`src/rtl/bed_pkg.sv`:
```
// Shared types, constants and helpers for the button event detector.
`timescale 1ns / 1ps
`default_nettype none

package bed_pkg;

    // Elapsed-time counter width, legal range 8 to 33
    localparam int COUNT_WIDTH = 17;

    // Configuration field widths
    localparam int TICK_W   = 10;
    localparam int THRESH_W = 16;
    localparam int WINDOW_W = 16;
    localparam int CFG_IDX_W  = 2;
    localparam int CFG_DATA_W = 16;

    // Stream byte widths
    localparam int IN_DATA_W  = 8;
    localparam int OUT_DATA_W = 8;

    // Internal widths for saturating add and threshold compares
    localparam int SUM_W = ((COUNT_WIDTH > TICK_W) ? COUNT_WIDTH : TICK_W) + 1;
    localparam int CMP_W = (COUNT_WIDTH > THRESH_W) ? COUNT_WIDTH : THRESH_W;

    typedef logic [COUNT_WIDTH-1:0] count_t;

    localparam count_t COUNT_MAX = '1;

    // Register indexes
    localparam logic [CFG_IDX_W-1:0] REG_TICK_PERIOD = 2'd0;
    localparam logic [CFG_IDX_W-1:0] REG_LONG_THRESH = 2'd1;
    localparam logic [CFG_IDX_W-1:0] REG_DBL_WINDOW  = 2'd2;

    // Register reset values
    localparam logic [TICK_W-1:0]   TICK_PERIOD_RST = 10'd10;
    localparam logic [THRESH_W-1:0] LONG_THRESH_RST = 16'd1000;
    localparam logic [WINDOW_W-1:0] DBL_WINDOW_RST  = 16'd300;

    // Reported event codes
    typedef enum logic [1:0] {
        EV_SINGLE = 2'd0,
        EV_LONG   = 2'd1,
        EV_DOUBLE = 2'd2
    } event_t;

    // Button phase, one-hot
    typedef enum logic [4:0] {
        PH_RELEASED     = 5'b00001,
        PH_DEBOUNCE     = 5'b00010,
        PH_HELD         = 5'b00100,
        PH_WAIT_SECOND  = 5'b01000,
        PH_WAIT_RELEASE = 5'b10000
    } phase_t;

    // Live configuration
    typedef struct packed {
        logic [TICK_W-1:0]   tick_period;
        logic [THRESH_W-1:0] long_press_threshold;
        logic [WINDOW_W-1:0] double_press_window;
    } cfg_t;

    // Result of one processed item
    typedef struct packed {
        logic   valid;
        event_t code;
    } result_t;

    // Counter plus tick period, clamped at the counter maximum
    function automatic count_t sat_add(input count_t count, input logic [TICK_W-1:0] inc);
        logic [SUM_W-1:0] sum;
        begin
            sum = SUM_W'(count) + SUM_W'(inc);
            if (sum > SUM_W'(COUNT_MAX))
                sat_add = COUNT_MAX;
            else
                sat_add = sum[COUNT_WIDTH-1:0];
        end
    endfunction

    // count >= limit
    function automatic logic count_ge(input count_t count, input logic [THRESH_W-1:0] limit);
        count_ge = CMP_W'(count) >= CMP_W'(limit);
    endfunction

    // count > limit
    function automatic logic count_gt(input count_t count, input logic [WINDOW_W-1:0] limit);
        count_gt = CMP_W'(count) > CMP_W'(limit);
    endfunction

endpackage

`default_nettype wire

```
`src/rtl/bed_cfg_regs.sv`:
```
// Configuration register file for the button event detector.
`timescale 1ns / 1ps
`default_nettype none

module bed_cfg_regs
    import bed_pkg::*;
(
    input  wire logic                  clk,
    input  wire logic                  rst_n,
    input  wire logic                  cfg_valid,
    output logic                       cfg_ready,
    input  wire logic [CFG_IDX_W-1:0]  cfg_index,
    input  wire logic [CFG_DATA_W-1:0] cfg_data,
    output cfg_t                       cfg
);

    cfg_t cfg_reg;
    cfg_t cfg_next;

    assign cfg_ready = 1'b1;
    assign cfg      = cfg_reg;

    // Decode writes; unknown indexes are dropped
    always_comb
    begin
        cfg_next = cfg_reg;
        if (cfg_valid)
        begin
            case (cfg_index)
                REG_TICK_PERIOD: cfg_next.tick_period          = cfg_data[TICK_W-1:0];
                REG_LONG_THRESH: cfg_next.long_press_threshold = cfg_data[THRESH_W-1:0];
                REG_DBL_WINDOW:  cfg_next.double_press_window  = cfg_data[WINDOW_W-1:0];
                default:         cfg_next = cfg_reg;
            endcase
        end
    end

    always_ff @(posedge clk or negedge rst_n)
    begin
        if (!rst_n)
        begin
            cfg_reg.tick_period          <= TICK_PERIOD_RST;
            cfg_reg.long_press_threshold <= LONG_THRESH_RST;
            cfg_reg.double_press_window  <= DBL_WINDOW_RST;
        end
        else
        begin
            cfg_reg <= cfg_next;
        end
    end

endmodule

`default_nettype wire

```
`src/rtl/bed_input_stage.sv`:
```
// Input register: captures one sampled pin level per item.
`timescale 1ns / 1ps
`default_nettype none

module bed_input_stage
    import bed_pkg::*;
(
    input  wire logic                 clk,
    input  wire logic                 rst_n,
    input  wire logic                 s_axis_tvalid,
    output logic                      s_axis_tready,
    input  wire logic [IN_DATA_W-1:0] s_axis_tdata,
    input  wire logic                 advance,
    output logic                      item_valid,
    output logic                      item_pin
);

    logic valid_reg;
    logic valid_next;
    logic pin_reg;

    // Free when empty or when the held item is consumed this cycle
    assign s_axis_tready = !valid_reg || advance;
    assign item_valid    = valid_reg;
    assign item_pin      = pin_reg;

    always_comb
    begin
        if (s_axis_tready)
            valid_next = s_axis_tvalid;
        else
            valid_next = valid_reg;
    end

    always_ff @(posedge clk or negedge rst_n)
    begin
        if (!rst_n)
            valid_reg <= 1'b0;
        else
            valid_reg <= valid_next;
    end

    // Payload, no reset
    always_ff @(posedge clk)
    begin
        if (s_axis_tready && s_axis_tvalid)
            pin_reg <= s_axis_tdata[0];
    end

endmodule

`default_nettype wire

```
`src/rtl/bed_fsm.sv`:
```
// Phase machine and saturating time counters for the button event detector.
`timescale 1ns / 1ps
`default_nettype none

module bed_fsm
    import bed_pkg::*;
(
    input  wire logic clk,
    input  wire logic rst_n,
    input  wire cfg_t cfg,
    input  wire logic fire,
    input  wire logic pin,
    output result_t   result
);

    phase_t phase_reg;
    phase_t phase_next;
    count_t held_reg;
    count_t held_next;
    count_t gap_reg;
    count_t gap_next;
    count_t held_inc;
    count_t gap_inc;

    assign held_inc = sat_add(held_reg, cfg.tick_period);
    assign gap_inc  = sat_add(gap_reg, cfg.tick_period);

    // Next state and event for the current item
    always_comb
    begin
        phase_next   = phase_reg;
        held_next    = held_reg;
        gap_next     = gap_reg;
        result.valid = 1'b0;
        result.code  = EV_SINGLE;
        case (phase_reg)
            PH_DEBOUNCE:
            begin
                phase_next = pin ? PH_HELD : PH_RELEASED;
            end
            PH_HELD:
            begin
                if (!pin)
                begin
                    phase_next = PH_WAIT_SECOND;
                end
                else
                begin
                    held_next = held_inc;
                    if (count_ge(held_inc, cfg.long_press_threshold))
                    begin
                        result.valid = 1'b1;
                        result.code  = EV_LONG;
                        phase_next   = PH_WAIT_RELEASE;
                    end
                end
            end
            PH_WAIT_SECOND:
            begin
                gap_next = gap_inc;
                if (pin)
                begin
                    result.valid = 1'b1;
                    result.code  = EV_DOUBLE;
                    phase_next   = PH_WAIT_RELEASE;
                end
                else if (count_gt(gap_inc, cfg.double_press_window))
                begin
                    result.valid = 1'b1;
                    result.code  = EV_SINGLE;
                    phase_next   = PH_WAIT_RELEASE;
                end
            end
            PH_WAIT_RELEASE:
            begin
                if (!pin)
                begin
                    held_next  = '0;
                    gap_next   = '0;
                    phase_next = PH_RELEASED;
                end
            end
            default:
            begin
                phase_next = pin ? PH_DEBOUNCE : PH_RELEASED;
            end
        endcase
        // Result only counts when the item is actually processed
        result.valid = result.valid && fire;
    end

    always_ff @(posedge clk or negedge rst_n)
    begin
        if (!rst_n)
        begin
            phase_reg <= PH_RELEASED;
            held_reg  <= '0;
            gap_reg   <= '0;
        end
        else if (fire)
        begin
            phase_reg <= phase_next;
            held_reg  <= held_next;
            gap_reg   <= gap_next;
        end
    end

endmodule

`default_nettype wire

```
`src/rtl/bed_output_stage.sv`:
```
// Output register holding one event item for the downstream stream.
`timescale 1ns / 1ps
`default_nettype none

module bed_output_stage
    import bed_pkg::*;
(
    input  wire logic                  clk,
    input  wire logic                  rst_n,
    input  wire result_t               result,
    output logic                       can_load,
    output logic                       m_axis_tvalid,
    input  wire logic                  m_axis_tready,
    output logic [OUT_DATA_W-1:0]      m_axis_tdata
);

    logic   valid_reg;
    logic   valid_next;
    event_t code_reg;

    // Slot is free when empty or being drained
    assign can_load      = !valid_reg || m_axis_tready;
    assign m_axis_tvalid = valid_reg;
    assign m_axis_tdata  = {{(OUT_DATA_W-2){1'b0}}, code_reg};

    always_comb
    begin
        if (can_load)
            valid_next = result.valid;
        else
            valid_next = valid_reg;
    end

    always_ff @(posedge clk or negedge rst_n)
    begin
        if (!rst_n)
            valid_reg <= 1'b0;
        else
            valid_reg <= valid_next;
    end

    // Payload, no reset
    always_ff @(posedge clk)
    begin
        if (can_load && result.valid)
            code_reg <= result.code;
    end

endmodule

`default_nettype wire

```
`src/rtl/button_event_detector.sv`:
```
// Top level: single, double and long press detector for one button.
//
//  Channel   Dir  Handshake                      Payload
//  s_axis    in   s_axis_tvalid / s_axis_tready  tdata[0] pin_level
//  m_axis    out  m_axis_tvalid / m_axis_tready  tdata[1:0] event_code
//  cfg       in   cfg_valid / cfg_ready          cfg_index, cfg_data
//
// One item per cycle sustained while the output is not stalled. A taken item
// waits in the input register until the output register can take its result;
// it is then processed and its event, if any, loads into the output register.
// The phase machine and both counter adders sit between the input register
// and the output register. A stalled output holds the input register, and
// the input side accepts while its register is empty or the held item moves on.
// Reset clears phase and counters and loads the register defaults.
`timescale 1ns / 1ps
`default_nettype none

module button_event_detector
    import bed_pkg::*;
(
    input  wire logic                  clk,
    input  wire logic                  rst_n,
    input  wire logic                  s_axis_tvalid,
    output logic                       s_axis_tready,
    input  wire logic [IN_DATA_W-1:0]  s_axis_tdata,   // [0] pin_level, [7:1] zero
    output logic                       m_axis_tvalid,
    input  wire logic                  m_axis_tready,
    output logic [OUT_DATA_W-1:0]      m_axis_tdata,   // [1:0] event_code, [7:2] zero
    input  wire logic                  cfg_valid,
    output logic                       cfg_ready,
    input  wire logic [CFG_IDX_W-1:0]  cfg_index,
    input  wire logic [CFG_DATA_W-1:0] cfg_data
);

    cfg_t    cfg;
    result_t result;
    logic    item_valid;
    logic    item_pin;
    logic    can_load;
    logic    fire;

    // An item is processed when the output slot can take its result
    assign fire = item_valid && can_load;

    bed_cfg_regs u_cfg (
        .clk       (clk),
        .rst_n     (rst_n),
        .cfg_valid (cfg_valid),
        .cfg_ready (cfg_ready),
        .cfg_index (cfg_index),
        .cfg_data  (cfg_data),
        .cfg       (cfg)
    );

    bed_input_stage u_in (
        .clk           (clk),
        .rst_n         (rst_n),
        .s_axis_tvalid (s_axis_tvalid),
        .s_axis_tready (s_axis_tready),
        .s_axis_tdata  (s_axis_tdata),
        .advance       (fire),
        .item_valid    (item_valid),
        .item_pin      (item_pin)
    );

    bed_fsm u_fsm (
        .clk    (clk),
        .rst_n  (rst_n),
        .cfg    (cfg),
        .fire   (fire),
        .pin    (item_pin),
        .result (result)
    );

    bed_output_stage u_out (
        .clk           (clk),
        .rst_n         (rst_n),
        .result        (result),
        .can_load      (can_load),
        .m_axis_tvalid (m_axis_tvalid),
        .m_axis_tready (m_axis_tready),
        .m_axis_tdata  (m_axis_tdata)
    );

endmodule

`default_nettype wire

```
`config.mk`:
```
export PLATFORM = sky130hd
export DESIGN_NAME = button_event_detector
export DESIGN_NICKNAME = d
export VERILOG_FILES = /design/src/rtl/bed_pkg.sv /design/src/rtl/bed_cfg_regs.sv /design/src/rtl/bed_input_stage.sv /design/src/rtl/bed_fsm.sv /design/src/rtl/bed_output_stage.sv /design/src/rtl/button_event_detector.sv
export SDC_FILE = /design/constraint.sdc
export NUM_CORES = 1
export LEC_CHECK = 0
export BUFFER_PORTS_ARGS = -buffer_cell sky130_fd_sc_hd__clkbuf_2
export CAP_MARGIN = 20
export CORE_UTILIZATION = 40
export CTS_BUF_LIST = sky130_fd_sc_hd__clkbuf_16
export DETAILED_ROUTE_END_ITERATION = 10
export PLACE_DENSITY_LB_ADDON = 0.08
export SLEW_MARGIN = 40
export SYNTH_ARGS = -nofsm -noshare
export SYNTH_HDL_FRONTEND = slang
export SYNTH_HIERARCHICAL = 1
export SYNTH_SLANG_ARGS = --single-unit
```
`constraint.sdc`:
```
create_clock -name clk -period 13.2 [get_ports clk]
set_clock_uncertainty 0.15 [all_clocks]
set_input_delay 1.32 -clock clk [delete_from_list [all_inputs] [get_ports clk]]
set_output_delay 1.32 -clock clk [all_outputs]
set_load 0.05 [all_outputs]
```
==> flow_summary.ini <==
[status]
outcome = completed

[floorplan]
die-area_um2 = 14900
die_w_um = 122
num_rows = 43
initial_utilization_pct = 41.2
die_y_um = 122
io_pins = 42
core_um2 = 14000

[grt]
grtUsageTotal_pct = 20.3
grt_pass1_wl_um = 22700
antenna_found_initial = 0
grt_max_degree = 51
grt_remaining_overflow = 0
grt_pass1_vias = 4234

[yosys]
ys_async_sr_fraction_pct = 96.5
postSynthCellCount = 572
synth_cell_types = 68
synth_top_area_cell = dfrtp_1
ys_seq_area_share_pct = 37.9
ys_warn_count = 6
yosys-top-cells-area = dfrtp_1 (30%), ha_1 (11%), dfstp_2 (5.9%)
netlist_area_um2 = 5770
ys_ff_latch = 86
avgSynthCellArea_um2 = 10.1
yosysTopAreaCellShare_pct = 30.4
synth-edff-count = 3
synthFlopType = dfrtp_1

[timing]
fmax_ghz = 0.195
finalSetupTns_ps = 0
maxSlewHeadroom_pct = 49.1
min_period_over_period_pct = 38.9
period_needed_ps = 5130
slew_viol_final = 0
setup_viol = 0
tightest_slew_ps = 764
hold_viol_final = 0
rsz0062_at_grt = no

[cells_and_area]
stdcell_count = 783
finish.net_count = 683
antenna_cells = 0
layout_common_cells = dfrtp_1 (70), ha_1 (52), nand2_1 (44)
layout_commonest_cell = dfrtp_1
syn_to_final_growth_pct = 10.6
drive_gt1_share_pct = 20.2
largest_register_ffs = 42

[pwr]
power_density_nw_per_um2 = 181
leakagePower_nw = 3.08
max-vdd-ir-drop_mv = 0.105

[worst_setup_path]
timing.rr.start = u_cfg/cfg[33]$_DFFE_PN1P_
cp_data_required_time_ps = 13160
cpPeakStageDelay_ps = 570
cp.arrival_ps = 5100
cp_max_fo = 4
reg2reg_depth = 19
worstSetupPathType = reg2reg
reg2reg_to = u_out/code_reg[0]$_DFFE_PP_
cp_common_cell = a31oi_1
cp-end-kind = flip-flop
r2r_slack_ps = 8070
crit_slowest_cell = dfstp_2
crit_chain = inv_1 > fa_1 > nor2b_1 > o2111ai_1 > a31oi_1 > a31oi_1 > nor2_1 > nand3_1 > xor2_1 > nand2_1 > ha_1 > a211o_1 > a21oi_1 > o21ai_0 > o311ai_0 > o2111a_1 > a21boi_1 > o21a_1 > and2_4
critPathLaunchType = flip-flop

[clocking]
postCtsHoldBufs = 0
htreeDepth = 3
cts.sinks = 86
clk_pin_slew_ps = 70
clockBufferDepth = 2
cts_setup_buffers = 0
numCtsBuffers = 9
cts_resized = 0
cts-root-buf = clkbuf_16
clk_latency_ps = 350
cts_tree = built

[drt]
drt-vias-per-instance = 5.39
wl_per_cell_um = 17.8
route.detailed.drc = 0
wirelength_um = 13900
drt_iter0_drc = 215
via_count = 4223
ant_nets = 0
dr.pass1.iters = 4

[placed_design]
gp_congestion = 0.837
dp_cells = 767
post-dp-hpwl_um = 10500
port-buffer-count = 27

[worst_hold_path]
hp-start = u_fsm/gap_reg[0]$_DFFE_PN0P_
min_to = u_fsm/gap_reg[0]$_DFFE_PN0P_
hp-class = reg2reg
hold_depth = 2

[job]
max-cap-violations = 0
==> per-stage QoR <==
step | setup WS (ps) | instance area (µm²) | hold WS, ps | utilization (%) | power, mW
2_1_floorplan | 8840 | 5790 | 303 | - | 0.756
3_3_place_gp | 7850 | 6050 | 317 | 43.2 | 0.866
3_5_place_dp | 8070 | 6060 | 338 | 43.3 | 0.878
4_1_cts | 8020 | 6370 | 354 | 45.6 | 1.16
5_1_grt | 7500 | 6380 | 373 | 45.6 | 1.25
6_report | 8070 | 6380 | 355 | 45.6 | 1.15
==> Yosys cell counts, drive strengths merged, types with 4 or more instances <==
cell type	instances
nand2	44
o21bai	5
a211oi	6
dfstp	13
clkbuf	9
and3	6
o21ai	34
mux2	45
buf	12
a21o	9
xor2	9
a22o	22
nor2b	7
nor2	32
dfrtp	70
nor3	11
nand4	9
inv	42
a31oi	5
nand2b	7
or4	4
nand3	18
o21a	10
xnor2	8
a21oi	33
and2	8
ha	52
==> worst max path at each step <==
stage / slack (ps) / endpoint / cells after the start / startpoint
after floorplan: 8840 / u_out/code_reg[0]$_DFFE_PP_ / 19 / u_cfg/cfg[33]$_DFFE_PN1P_
after global placement: 7850 / u_out/code_reg[1]$_DFFE_PP_ / 16 / u_cfg/cfg[33]$_DFFE_PN1P_
after detailed placement: 8070 / u_out/code_reg[1]$_DFFE_PP_ / 19 / u_cfg/cfg[33]$_DFFE_PN1P_
after CTS: 8020 / u_out/code_reg[0]$_DFFE_PP_ / 19 / u_cfg/cfg[33]$_DFFE_PN1P_
after global routing: 7500 / u_out/code_reg[1]$_DFFE_PP_ / 19 / u_cfg/cfg[33]$_DFFE_PN1P_
final: 8070 / u_out/code_reg[0]$_DFFE_PP_ / 19 / u_cfg/cfg[33]$_DFFE_PN1P_
==> kinds of logic (layout without fill, tap and decap cells) <==
family | count (synthesis) | count (layout) | synth area share (%)
buf+inv | 63 | 89 | 4.99
xor+xnor | 17 | 17 | 2.58
other cells | 2 | 7 | 0.130
compound gates | 145 | 145 | 17.2
mux | 46 | 46 | 10.3
fa+ha+maj | 54 | 54 | 12.0
flops | 86 | 86 | 37.9
simple gates | 159 | 159 | 15.0
==> layer usage <==
metal | global-route usage [%] | part of all wire [%]
met5 | 0 | 0
met4 | 4.80 | 0.98
met3 | 3.79 | 3.5
met2 | 32.2 | 46
met1 | 28.4 | 50
==> critical path: cells and delay by family (launching register included) <==
family / cells / cell delay, ps
flip-flops: 1 / 570
AND/OR/NAND/NOR: 5 / 840
buffers and inverters: 1 / 100
XOR/XNOR: 1 / 210
adder cells (fa/ha/maj): 2 / 780
AO/OA/AOI/OAI: 10 / 2250
==> report_power, final <==
group	total, mW	internal, mW	switching (mW)
clock	0.275	0.165	0.110
combinational	0.508	0.224	0.284
sequential	0.369	0.325	0.0438
total	1.15	0.714	0.438
==> area by class of cell <==
type,instances,area [µm²]
Clock buffer,9,225
Clock inverter,7,90.1
Fill cell,1363,7610
Inverter,42,158
Multi-Input combinational cell,428,3330
Sequential cell,86,2180
Tap cell,180,225
Timing Repair Buffer,31,168
Note: power is estimated with default switching activity, not from simulation.
